$ cat config.mk
export PLATFORM = sky130hd
export DESIGN_NAME = heartbeat_keepalive_supervisor
export DESIGN_NICKNAME = d
export VERILOG_FILES = /design/src/sv/hks_pkg.sv /design/src/sv/heartbeat_keepalive_supervisor.sv
export SDC_FILE = /design/constraint.sdc
export NUM_CORES = 1
export LEC_CHECK = 0
export BUFFER_PORTS_ARGS = -buffer_cell sky130_fd_sc_hd__buf_2
export CORE_AREA = 8 8 183 185
export CTS_CLUSTER_SIZE = 12
export DETAILED_ROUTE_END_ITERATION = 8
export DIE_AREA = 0 0 191 193
export GPL_TIMING_DRIVEN = 0
export PLACE_DENSITY = 0.68
export SLEW_MARGIN = 10
export SYNTH_ARGS = -nofsm -noshare
export SYNTH_HDL_FRONTEND = slang
export SYNTH_SLANG_ARGS = --single-unit
$ cat constraint.sdc
create_clock -name clk -period 3.9 [get_ports clk]
set_input_delay 0 -clock clk [delete_from_list [all_inputs] [get_ports clk]]
set_output_delay 0 -clock clk [all_outputs]
set_load 0.05 [all_outputs]
$ cat src/sv/hks_pkg.sv
`default_nettype none
// ---------------------------------------------------------------------------
// hks_pkg
// Shared types and constants for the heartbeat keepalive supervisor.
// ---------------------------------------------------------------------------
package hks_pkg;

    // Time stamps and deadlines
    localparam int TIME_WIDTH = 48;

    // Configuration register widths
    localparam int CFG_DATA_WIDTH  = 32;
    localparam int CFG_INDEX_WIDTH = 2;
    localparam int MISS_WIDTH      = 8;

    localparam logic [MISS_WIDTH-1:0] MISS_MAX = '1;

    // Configuration register indexes
    localparam logic [CFG_INDEX_WIDTH-1:0] CFG_HEARTBEAT_INTERVAL = 2'd0;
    localparam logic [CFG_INDEX_WIDTH-1:0] CFG_RECONNECT_INTERVAL = 2'd1;
    localparam logic [CFG_INDEX_WIDTH-1:0] CFG_MISS_LIMIT         = 2'd2;

    // Configuration reset values
    localparam logic [CFG_DATA_WIDTH-1:0] HEARTBEAT_INTERVAL_RST = 32'd1000;
    localparam logic [CFG_DATA_WIDTH-1:0] RECONNECT_INTERVAL_RST = 32'd2000;
    localparam logic [MISS_WIDTH-1:0]     MISS_LIMIT_RST         = 8'd3;

    // Event kinds
    typedef enum logic [1:0] {
        OP_CONNECT    = 2'd0,
        OP_RESPONSE   = 2'd1,
        OP_DISCONNECT = 2'd2,
        OP_POLL       = 2'd3
    } op_t;

    // Sequencer states
    typedef enum logic [2:0] {
        S_IDLE,
        S_CONN_ADD,
        S_NRC_ADD,
        S_RC_CMP,
        S_HB_CMP,
        S_HB_STEP,
        S_DONE
    } state_t;

endpackage : hks_pkg
`default_nettype wire

$ cat src/sv/heartbeat_keepalive_supervisor.sv
`default_nettype none
// ---------------------------------------------------------------------------
// heartbeat_keepalive_supervisor
// Link keepalive supervisor: tracks connect/alive state, missed heartbeats
// and heartbeat/reconnect deadlines from time-stamped events.
// ---------------------------------------------------------------------------
//
//  Channel  | Direction | Handshake           | Payload
//  ---------+-----------+---------------------+-------------------------------
//  in       | input     | in_valid / in_stall | operation, now_ms
//  out      | output    | out_valid/out_stall | send_heartbeat .. miss_count
//  cfg      | input     | cfg_write           | cfg_index, cfg_data
//
//  Steps: a response goes straight to the done step; connect adds the
//  heartbeat deadline and disconnect the reconnect deadline; a poll while
//  disconnected compares the reconnect deadline and adds a new one when a
//  reconnect is due; a poll while connected compares and steps once per
//  overdue heartbeat interval (at most miss_limit + 1 intervals). One
//  49-bit unit does all deadline sums and compares, one operation per cycle.
//  Reset (rst_n low) clears the link flags, the miss count, both deadlines
//  and loads the configuration defaults; no clearing pass is needed.
//  in_stall is high while a transaction is in work; a stalled result
//  holds the last step until the output register frees up.
// ---------------------------------------------------------------------------
module heartbeat_keepalive_supervisor
    import hks_pkg::*;
(
    input  wire logic                       clk,
    input  wire logic                       rst_n,

    // Configuration write port
    input  wire logic                       cfg_write,
    input  wire logic [CFG_INDEX_WIDTH-1:0] cfg_index,
    input  wire logic [CFG_DATA_WIDTH-1:0]  cfg_data,

    // Event input
    input  wire logic                       in_valid,
    output logic                            in_stall,
    input  wire logic [1:0]                 operation,
    input  wire logic [TIME_WIDTH-1:0]      now_ms,

    // Result output
    output logic                            out_valid,
    input  wire logic                       out_stall,
    output logic                            send_heartbeat,
    output logic                            send_initial_status,
    output logic                            connection_changed,
    output logic                            reconnect_request,
    output logic                            heartbeat_lost,
    output logic                            is_connected,
    output logic                            is_alive,
    output logic [MISS_WIDTH-1:0]           miss_count
);

    // Sequencer and link state
    state_t                    state_reg, state_next;
    logic                      conn_reg, conn_next;
    logic                      alive_reg, alive_next;
    logic                      awaiting_reg, awaiting_next;
    logic [MISS_WIDTH-1:0]     misses_reg, misses_next;
    logic [TIME_WIDTH-1:0]     nhb_reg, nhb_next;
    logic [TIME_WIDTH-1:0]     nrc_reg, nrc_next;

    // Configuration
    logic [CFG_DATA_WIDTH-1:0] hbi_reg, hbi_next;
    logic [CFG_DATA_WIDTH-1:0] rci_reg, rci_next;
    logic [MISS_WIDTH-1:0]     limit_reg, limit_next;

    // Per-transaction action flags
    logic                      hb_flag_reg, hb_flag_next;
    logic                      init_flag_reg, init_flag_next;
    logic                      chg_flag_reg, chg_flag_next;
    logic                      rc_flag_reg, rc_flag_next;
    logic                      lost_flag_reg, lost_flag_next;

    // Captured time stamp
    logic [TIME_WIDTH-1:0]     now_reg, now_next;

    // Output register
    logic                      out_valid_reg, out_valid_next;
    logic                      o_hb_reg, o_hb_next;
    logic                      o_init_reg, o_init_next;
    logic                      o_chg_reg, o_chg_next;
    logic                      o_rc_reg, o_rc_next;
    logic                      o_lost_reg, o_lost_next;
    logic                      o_conn_reg, o_conn_next;
    logic                      o_alive_reg, o_alive_next;
    logic [MISS_WIDTH-1:0]     o_miss_reg, o_miss_next;

    // Shared add/compare unit
    logic [TIME_WIDTH-1:0]     alu_a;
    logic [TIME_WIDTH-1:0]     alu_b;
    logic                      alu_sub;
    logic [TIME_WIDTH:0]       alu_sum;
    logic [TIME_WIDTH-1:0]     alu_sat;
    logic                      alu_ge;

    logic                      in_accept;
    logic [MISS_WIDTH-1:0]     miss_inc;

    assign in_stall  = (state_reg != S_IDLE);
    assign in_accept = in_valid && !in_stall;

    // Operand select for the shared unit
    always_comb
    begin
        alu_a   = now_reg;
        alu_b   = nhb_reg;
        alu_sub = 1'b0;
        unique case (state_reg)
            S_CONN_ADD:
            begin
                alu_b = TIME_WIDTH'(hbi_reg);
            end
            S_NRC_ADD:
            begin
                alu_b = TIME_WIDTH'(rci_reg);
            end
            S_RC_CMP:
            begin
                alu_b   = nrc_reg;
                alu_sub = 1'b1;
            end
            S_HB_CMP:
            begin
                alu_sub = 1'b1;
            end
            S_HB_STEP:
            begin
                alu_a = nhb_reg;
                alu_b = TIME_WIDTH'(hbi_reg);
            end
            default:
            begin
                alu_a = now_reg;
            end
        endcase
    end

    // Add with saturation, or subtract for a >= b (carry out = no borrow)
    assign alu_sum = {1'b0, alu_a} + {1'b0, alu_b ^ {TIME_WIDTH{alu_sub}}}
                     + (TIME_WIDTH+1)'(alu_sub);
    assign alu_sat = alu_sum[TIME_WIDTH] ? '1 : alu_sum[TIME_WIDTH-1:0];
    assign alu_ge  = alu_sum[TIME_WIDTH];

    // Saturating miss increment for one overdue interval
    assign miss_inc = (awaiting_reg && (misses_reg != MISS_MAX))
                      ? misses_reg + MISS_WIDTH'(1) : misses_reg;

    // Sequencer: next state and register updates
    always_comb
    begin
        state_next     = state_reg;
        conn_next      = conn_reg;
        alive_next     = alive_reg;
        awaiting_next  = awaiting_reg;
        misses_next    = misses_reg;
        nhb_next       = nhb_reg;
        nrc_next       = nrc_reg;
        hbi_next       = hbi_reg;
        rci_next       = rci_reg;
        limit_next     = limit_reg;
        hb_flag_next   = hb_flag_reg;
        init_flag_next = init_flag_reg;
        chg_flag_next  = chg_flag_reg;
        rc_flag_next   = rc_flag_reg;
        lost_flag_next = lost_flag_reg;
        now_next       = now_reg;
        out_valid_next = out_valid_reg && out_stall;
        o_hb_next      = o_hb_reg;
        o_init_next    = o_init_reg;
        o_chg_next     = o_chg_reg;
        o_rc_next      = o_rc_reg;
        o_lost_next    = o_lost_reg;
        o_conn_next    = o_conn_reg;
        o_alive_next   = o_alive_reg;
        o_miss_next    = o_miss_reg;

        // Configuration writes; unused index is ignored
        if (cfg_write)
        begin
            unique case (cfg_index)
                CFG_HEARTBEAT_INTERVAL: hbi_next   = cfg_data;
                CFG_RECONNECT_INTERVAL: rci_next   = cfg_data;
                CFG_MISS_LIMIT:         limit_next = cfg_data[MISS_WIDTH-1:0];
                default:                ;
            endcase
        end

        unique case (state_reg)
            S_IDLE:
            begin
                if (in_accept)
                begin
                    now_next       = now_ms;
                    hb_flag_next   = 1'b0;
                    init_flag_next = 1'b0;
                    chg_flag_next  = 1'b0;
                    rc_flag_next   = 1'b0;
                    lost_flag_next = 1'b0;
                    unique case (op_t'(operation))
                        OP_CONNECT:
                        begin
                            conn_next      = 1'b1;
                            alive_next     = 1'b0;
                            misses_next    = '0;
                            awaiting_next  = 1'b1;
                            nrc_next       = '0;
                            hb_flag_next   = 1'b1;
                            init_flag_next = 1'b1;
                            chg_flag_next  = 1'b1;
                            state_next     = S_CONN_ADD;
                        end
                        OP_RESPONSE:
                        begin
                            if (conn_reg)
                            begin
                                chg_flag_next = !alive_reg || (misses_reg != '0);
                                alive_next    = 1'b1;
                                misses_next   = '0;
                                awaiting_next = 1'b0;
                            end
                            state_next = S_DONE;
                        end
                        OP_DISCONNECT:
                        begin
                            chg_flag_next = conn_reg || alive_reg;
                            conn_next     = 1'b0;
                            alive_next    = 1'b0;
                            awaiting_next = 1'b0;
                            nhb_next      = '0;
                            state_next    = S_NRC_ADD;
                        end
                        OP_POLL:
                        begin
                            state_next = conn_reg ? S_HB_CMP : S_RC_CMP;
                        end
                    endcase
                end
            end

            // Heartbeat deadline after connect
            S_CONN_ADD:
            begin
                nhb_next   = alu_sat;
                state_next = S_DONE;
            end

            // Reconnect deadline after a drop or a reconnect request
            S_NRC_ADD:
            begin
                nrc_next   = alu_sat;
                state_next = S_DONE;
            end

            // Disconnected poll: reconnect when due
            S_RC_CMP:
            begin
                if (alu_ge)
                begin
                    rc_flag_next = 1'b1;
                    state_next   = S_NRC_ADD;
                end
                else
                begin
                    state_next = S_DONE;
                end
            end

            // Connected poll: is another heartbeat interval overdue
            S_HB_CMP:
            begin
                state_next = alu_ge ? S_HB_STEP : S_DONE;
            end

            // One overdue interval: count the miss, then drop or send
            S_HB_STEP:
            begin
                misses_next = miss_inc;
                if (miss_inc >= limit_reg)
                begin
                    conn_next      = 1'b0;
                    alive_next     = 1'b0;
                    awaiting_next  = 1'b0;
                    nhb_next       = '0;
                    hb_flag_next   = 1'b0;
                    lost_flag_next = 1'b1;
                    chg_flag_next  = 1'b1;
                    state_next     = S_NRC_ADD;
                end
                else
                begin
                    awaiting_next = 1'b1;
                    nhb_next      = alu_sat;
                    hb_flag_next  = 1'b1;
                    state_next    = S_HB_CMP;
                end
            end

            // Hand the result to the output register
            S_DONE:
            begin
                if (!out_valid_reg || !out_stall)
                begin
                    out_valid_next = 1'b1;
                    o_hb_next      = hb_flag_reg;
                    o_init_next    = init_flag_reg;
                    o_chg_next     = chg_flag_reg;
                    o_rc_next      = rc_flag_reg;
                    o_lost_next    = lost_flag_reg;
                    o_conn_next    = conn_reg;
                    o_alive_next   = alive_reg;
                    o_miss_next    = misses_reg;
                    state_next     = S_IDLE;
                end
            end

            default:
            begin
                state_next = S_IDLE;
            end
        endcase
    end

    // State register
    always_ff @(posedge clk or negedge rst_n)
    begin
        if (!rst_n)
        begin
            state_reg     <= S_IDLE;
            conn_reg      <= 1'b0;
            alive_reg     <= 1'b0;
            awaiting_reg  <= 1'b0;
            misses_reg    <= '0;
            nhb_reg       <= '0;
            nrc_reg       <= '0;
            hbi_reg       <= HEARTBEAT_INTERVAL_RST;
            rci_reg       <= RECONNECT_INTERVAL_RST;
            limit_reg     <= MISS_LIMIT_RST;
            out_valid_reg <= 1'b0;
        end
        else
        begin
            state_reg     <= state_next;
            conn_reg      <= conn_next;
            alive_reg     <= alive_next;
            awaiting_reg  <= awaiting_next;
            misses_reg    <= misses_next;
            nhb_reg       <= nhb_next;
            nrc_reg       <= nrc_next;
            hbi_reg       <= hbi_next;
            rci_reg       <= rci_next;
            limit_reg     <= limit_next;
            out_valid_reg <= out_valid_next;
        end
    end

    // Payload registers
    always_ff @(posedge clk)
    begin
        now_reg       <= now_next;
        hb_flag_reg   <= hb_flag_next;
        init_flag_reg <= init_flag_next;
        chg_flag_reg  <= chg_flag_next;
        rc_flag_reg   <= rc_flag_next;
        lost_flag_reg <= lost_flag_next;
        o_hb_reg      <= o_hb_next;
        o_init_reg    <= o_init_next;
        o_chg_reg     <= o_chg_next;
        o_rc_reg      <= o_rc_next;
        o_lost_reg    <= o_lost_next;
        o_conn_reg    <= o_conn_next;
        o_alive_reg   <= o_alive_next;
        o_miss_reg    <= o_miss_next;
    end

    // Output ports
    assign out_valid           = out_valid_reg;
    assign send_heartbeat      = o_hb_reg;
    assign send_initial_status = o_init_reg;
    assign connection_changed  = o_chg_reg;
    assign reconnect_request   = o_rc_reg;
    assign heartbeat_lost      = o_lost_reg;
    assign is_connected        = o_conn_reg;
    assign is_alive            = o_alive_reg;
    assign miss_count          = o_miss_reg;

    // Checks
    a_lost_drops_link: assert property (@(posedge clk) disable iff (!rst_n)
        out_valid && heartbeat_lost |-> !is_connected && !send_heartbeat)
        else $error("lost heartbeat with link still up or send requested");

    a_init_on_connect: assert property (@(posedge clk) disable iff (!rst_n)
        out_valid && send_initial_status |-> is_connected && send_heartbeat)
        else $error("initial status without connect");

    a_reconnect_when_down: assert property (@(posedge clk) disable iff (!rst_n)
        out_valid && reconnect_request |-> !is_connected && !heartbeat_lost)
        else $error("reconnect requested while connected");

    a_catchup_connected: assert property (@(posedge clk) disable iff (!rst_n)
        state_reg == S_HB_CMP || state_reg == S_HB_STEP |-> conn_reg)
        else $error("heartbeat catch-up while disconnected");

endmodule : heartbeat_keepalive_supervisor
`default_nettype wire
==> metrics.md, run 1 <==
| Metric | Value |
|---|---|
| Synth area leader | `dfrtp_1` |
| Nets | `2046` |
| Share of layout cells above drive strength 1 | `28.0%` |
| Top cells by area, synth | `dfrtp_1 28%, edfxtp_1 14%, mux2_2 7.8%` |
| Residual DRC | `0` |
| Worst slew margin | `36.7%` |
| GR Overflow Total | `0` |
| WL per Instance | `20.9 um` |
| Die X | `191 um` |
| Final worst-path cycle share | `105%` |
| Router iterations before antenna repair | `6` |
| Synthesized instance count | `1624` |
| Synth Flop Type | `dfrtp_1` |
| Slew Limit Fails | `0` |
| Post-synthesis async set-or-reset flop share | `72.9%` |
| Final setup fails | `97` |
| Max clock buf depth | `3` |
| Total GRT Usage | `26.1%` |
| WL met3 | `3770 um` |
| Critical path class | `reg -> reg` |
| Crit-path leading delay family | `compound AO/OA/AOI/OAI gates` |
| Diodes inserted | `0` |
| Unrepaired setup endpoints after global routing | `yes` |
| Worst-path fanout max | `6` |
| Commonest non-fill, non-tap cell in the layout | `nand2_1` |
| Setup ws final | `-200 ps` |
| Fillers | `2525` |
| Min-Delay Path Class | `in -> async` |
| Total wire length | `48300 um` |
| Most frequent cells in the layout | `281 x nand2_1, 168 x dfrtp_1, 109 x buf_2, 104 x mux2_2, 88 x dlygate4sd3_1` |
| PortBufs | `105` |
| Mapped Area | `15000 um2` |
| WHS | `9.99 ps` |
| Drt first-iter violations | `1278` |
| Vias per cell | `5.96` |
| Share of the synthesized area in the top cell type | `28.2%` |
| Skew-Pair Late Insertion Delay | `580 ps` |
| Worst EP arrival | `4500 ps` |
| Vias in the first global route | `14100` |
| Worst-path cell chain | `buf_6, clkbuf_16, nor2b_4, clkbuf_8, nand2_2, o21ai_1, a221oi_2, ha_1, a21oi_4, o211ai_1, nor2_2, nand4_1, a31o_4, a21oi_4, o21a_4, nor2_4, buf_8, buf_6, and3b_1, o21ai_1` |
| Area after DPL | `16100 um2` |
| Number of H-tree levels | `1` |
| Peak Freq | `0.244 GHz` |
| # rows | `65` |
| Worst Setup Start Kind | `flop` |
| Status | `finished, violations left` |
| Total of warnings raised by yosys | `0` |
| Max incr delay on CP | `390 ps` |
| Core ar. | `30800 um2` |
| Failing checks | `negative setup slack` |
| Largest net degree at the start of global routing | `103` |
| Total number of vias | `13800` |
| CP Data Required Time | `4300 ps` |
| Distinct cells, synth | `68` |
| Max cap viols | `0` |
| TritonCTS Buffers | `29` |
| Slew @ Worst Pin | `950 ps` |
| Die Ht | `193 um` |
| Uppermost layer routed | `met4` |
| Worst-path clk slew | `70 ps` |
| GPL Wtd Cong | `0.929` |
| CP max-delay cell | `dfrtp_1` |
| Area growth syn-to-layout | `29.8%` |
| DIE AREA | `36900 um2` |
| Initial Util | `48.7%` |
| Critical Path End Type | `flop` |
| Routed Antenna Nets | `0` |
| CP Buf/Inv Count | `5` |
| Clock period minus worst slack | `4100 ps` |
| Post-Route Utilization | `63.3%` |
| Mean post-synth cell area | `9.25 um2` |
| Initial antenna violation count | `0` |
| TritonCTS Sinks | `251` |
| Clk root buf | `clkbuf_16` |
| Metal-1 WL | `20600 um` |
| Synth Register Bits | `251` |
| I/O pin count | `106` |
| Net count after synthesis | `1778` |
| Dpl hpwl | `32300 um` |
| Finished layout cell area | `19500 um2` |
| Max Clock Skew | `34.5 ps` |
| Final Hold Fails | `0` |
| Global-route wire length before repair | `76800 um` |
| CTS tree | `done` |
| DR WL met2 | `21900 um` |
| Sequential-to-total area share from yosys stat | `44.2%` |
| Post-synth EDFFs | `68` |
==> metal layers <==
layer / up-vias / track usage [%]
met5: - / 0
met3: 141 / 4.84
li1: 6367 / -
met2: 592 / 41.8
met4: 0 / 10.2
met1: 6712 / 34.7
==> path summary, 6_finish.rpt <==
path | start | to | slack (ps) | depth (start not counted)
setup / recovery | state_reg[1] | nrc_reg[0] | -200 | 20
max in group asynchronous | rst_n | nrc_reg[34] | 2910 | 3
min in group clk | cfg_write | limit_reg[5] | 130 | 3
setup reg to reg | state_reg[1] | nrc_reg[0] | -200 | 20
hold reg to reg | init_flag_reg | send_initial_status | 420 | 0
hold / removal | rst_n | nrc_reg[7] | 10 | 2
==> kinds of logic (layout without fill, tap and decap cells) <==
kind of cell,count (synthesis),after routing,share of synthesized area (%)
DFF,251,251,44.2
muxes,110,110,8.23
and+or+nand+nor,546,546,16.0
AOI/OAI and AO/OA,462,462,19.7
xor gates and xnor gates,49,49,2.86
buffers and inverters,141,432,3.62
adders and majority gates,65,65,5.46
==> synth_stat cells, types with 3 or more instances <==
cell / number
a31o_2: 5
o21a_1: 13
o31ai_1: 6
nor4b_1: 4
o21bai_1: 11
clkbuf_1: 94
dfrtp_1: 169
or2_2: 4
a21o_1: 35
mux2i_1: 5
a22o_1: 12
nand3b_1: 4
o211ai_1: 11
xor2_1: 19
a211oi_1: 49
ha_1: 64
dfstp_2: 14
nor3_1: 8
and3_1: 3
or3_1: 3
o2111ai_1: 3
buf_2: 6
nand3_1: 40
edfxtp_1: 68
nor2_1: 112
mux2_2: 104
buf_1: 9
xnor2_1: 30
nor2b_1: 41
a21oi_1: 98
a31oi_1: 11
o21ai_1: 54
nand2_1: 287
o21ai_0: 102
a221oi_1: 33
nand2b_1: 6
nand4_1: 18
and2_1: 4
inv_1: 31
==> cell type report <==
type                       count  area [um2]  area share (%)
inverter                      31         116           0.596
clock buffer                  40         777            3.98
sequential                   251        6640            34.0
clock inverter                14         159           0.815
timing repair buffer         256        1970            10.1
tap                          402         503            2.58
multi-input combinational   1232        8650            44.3
buffer                        91         693            3.55
==> timing repair <==
item                                    CTS  global route
resized for setup                       257            58
cloned                                    6             0
hold buffers                             88             0
endpoints found under the setup margin  100           100
buffers inserted                         49             6
hold endpoints to repair                224             0
pin swaps                                69            30
==> per-stage QoR <==
step | instances | setup TNS, ps | worst slack (ps)
2_1_floorplan | 1624 | -13.0 | -13.0
3_3_place_gp | 2131 | -172280 | -1540
3_5_place_dp | 2133 | -146290 | -1620
4_1_cts | 2314 | -351 | -61.6
5_1_grt | 2317 | -19900 | -270
6_report | 2317 | -10520 | -200
Power of run 1 is not shown: default switching activity piles up to over one toggle a cycle in this logic, so the estimate is an artifact.
==> run 2: changes to the inputs <==
Settings changed: ABC_CLOCK_PERIOD_IN_PS set to 3900, GPL_TIMING_DRIVEN 0 to 1.
==> run 2 against run 1 <==
- clock skew down 20 ps
- fmax increased by 4.9%
- the run still ends with negative setup slack left
- sequential cell count stayed put
- sequential share of layout area is 0.72 points lower
- critical endpoint is now state_reg[2]
- non-clock buffer count rose by 52
- routed wire length decreased by 4.1%
- largest cell class unchanged
- clock-buffer cell count increased by 3
- critical path depth fell by 1
==> metrics.md, run 2 (synthesis gave the netlist of run 1 again) <==
| Metric | Value |
|---|---|
| Critical Path End Type | `flop` |
| Slew Limit Fails | `0 (unchanged)` |
| Clk root buf | `clkbuf_16` |
| RR Startpoint | `state_reg[1]` |
| Area growth syn-to-layout | `32.7%` |
| WHS | `4.78 ps (-5.21 ps)` |
| Number of H-tree levels | `1 (unchanged)` |
| Routed Antenna Nets | `0 (unchanged)` |
| Total GRT Usage | `23.7% (-2.4 points)` |
| Max clock buf depth | `3 (unchanged)` |
| R2R depth | `19 (-5.0%)` |
| Final setup fails | `1 (-99%)` |
| Worst Setup Start Kind | `flop` |
| Total number of vias | `13900 (+0.44%)` |
| Dpl hpwl | `30200 um (-6.6%)` |
| Share of layout cells above drive strength 1 | `30.2% (+2.1 points)` |
| Final Hold Fails | `0 (unchanged)` |
| CP Data Required Time | `4370 ps (+70 ps)` |
| Worst-path clk slew | `70 ps (about the same)` |
| Largest net degree at the start of global routing | `116 (+13%)` |
| GR Overflow Total | `0 (unchanged)` |
| Die Ht | `193 um (unchanged)` |
| DIE AREA | `36900 um2 (unchanged)` |
| Vias per cell | `5.86 (-1.7%)` |
| Global-route wire length before repair | `71600 um (-6.9%)` |
| # rows | `65 (unchanged)` |
| Clock period minus worst slack | `3910 ps (-191 ps)` |
| Die X | `191 um (unchanged)` |
| Residual DRC | `0 (unchanged)` |
| Finished layout cell area | `19900 um2 (+2.2%)` |
| Total wire length | `46300 um (-4.1%)` |
| Min-Delay Path Class | `in -> async` |
| Peak Freq | `0.256 GHz (+4.9%)` |
| R2r setup slk | `-9 ps (+190 ps)` |
| I/O pin count | `106 (unchanged)` |
| Router iterations before antenna repair | `6 (unchanged)` |
| Drt first-iter violations | `1152 (-9.9%)` |
| TritonCTS Buffers | `28 (-3.4%)` |
| Initial antenna violation count | `0 (unchanged)` |
| Nets | `2097 (+2.5%)` |
| R2r endpoint | `state_reg[2]` |
| Most frequent cells in the layout | `283 x nand2_1, 178 x buf_4, 166 x dfrtp_1, 104 x buf_2, 102 x mux2_2` |
| Skew-Pair Late Insertion Delay | `550 ps (-30 ps)` |
| Failing checks | `negative setup slack` |
| PortBufs | `105 (unchanged)` |
| Status | `finished, violations left` |
| Max cap viols | `0 (unchanged)` |
| CTS tree | `done` |
| Vias in the first global route | `13800 (-2.2%)` |
| Unrepaired setup endpoints after global routing | `yes` |
| Post-Route Utilization | `64.7% (+1.4 points)` |
| Worst slew margin | `44.4% (+7.7 points)` |
| GPL Wtd Cong | `0.918 (-1.2%)` |
| Core ar. | `30800 um2 (unchanged)` |
| Max Clock Skew | `14.1 ps (-20.4 ps)` |
| Critical path class | `reg -> reg` |
| Worst EP arrival | `4380 ps (-120 ps)` |
| Worst-path fanout max | `6 (unchanged)` |
| WL per Instance | `19.6 um (-6.1%)` |
| Setup ws final | `-9.13 ps (+191 ps)` |
| TritonCTS Sinks | `251 (unchanged)` |
| Diodes inserted | `0 (unchanged)` |
| Initial Util | `48.7% (unchanged)` |
| Area after DPL | `17200 um2 (+6.3%)` |
| Final worst-path cycle share | `100% (-4.9 points)` |
| Commonest non-fill, non-tap cell in the layout | `nand2_1` |
| Slew @ Worst Pin | `832 ps (-118 ps)` |
-- run 2: cell types whose count changed in the layout (fill, tap and decap cells not counted), moves of 10 or more --
| cell | delta |
|---|---|
| nor2_4 | -18 |
| ha_1 | +15 |
| buf_4 | +117 |
| clkbuf_8 | -10 |
| nor2_1 | +15 |
| ha_2 | -12 |
| clkbuf_2 | -13 |
| clkbuf_1 | -38 |
-- run 2: layout make-up --
cell class	instances	area [um2]
multi-input combinational	1232	8410
timing repair buffer	399	3320
inverter	31	116
fill	2455	10900
sequential	251	6650
clock inverter	9	92.6
clock buffer	43	861
tap	402	503
-- run 2: metrics by stage --
step / setup WS [ps] / cells / setup TNS [ps]
5_1_grt: -180 / 2367 / -5830
4_1_cts: 8.04 / 2340 / 0
2_1_floorplan: -13.0 / 1624 / -13.0
3_5_place_dp: -93.2 / 2197 / -1660
3_3_place_gp: 0.843 / 2197 / 0
6_report: -9.13 / 2367 / -9.13
-- run 2: timing repair --
item                                    in CTS  in global routing
setup buffers                                6                 19
gates cloned                                 0                  8
hold endpoints to repair                   210                  0
endpoints found under the setup margin      75                 97
gates resized for setup                     28                114
hold buffers                                85                  0
pin swaps                                    8                 60
-- run 2: how the worst max path moves through the flow --
stage	startpoint	endpoint	slack [ps]	depth (start not counted)
floorplan	state_reg[2]	rc_flag_reg	-10	19
global placement	state_reg[1]	nrc_reg[31]	0.8	19
detailed placement	state_reg[1]	nrc_reg[42]	-90	18
CTS	state_reg[1]	nrc_reg[42]	8	17
global route	state_reg[1]	state_reg[2]	-180	19
finish	state_reg[1]	state_reg[2]	-9	19
-- run 2: per-layer routing --
metal	routed length [um]	up-vias	track usage, %
met4	1310	0	6.18
met5	0	-	0
li1	-	6483	-
met2	22100	523	40.1
met3	2930	103	3.29
met1	20000	6764	31.6
-- run 2: worst max-delay path: stages (launching register included) --
cell,delay [ps]
dfrtp_4,460
buf_6,120
nor2_2,40
buf_6,150
buf_12,140
mux2_2,280
a221oi_2,270
ha_1,300
nor2b_4,150
o2111ai_4,220
a211o_1,170
nand4_1,110
a31o_2,310
a21oi_4,160
o21a_1,190
nor2_4,90
buf_12,180
buf_4,140
a21bo_2,210
a21oi_2,130
Power of run 2 is left out for the same reason.
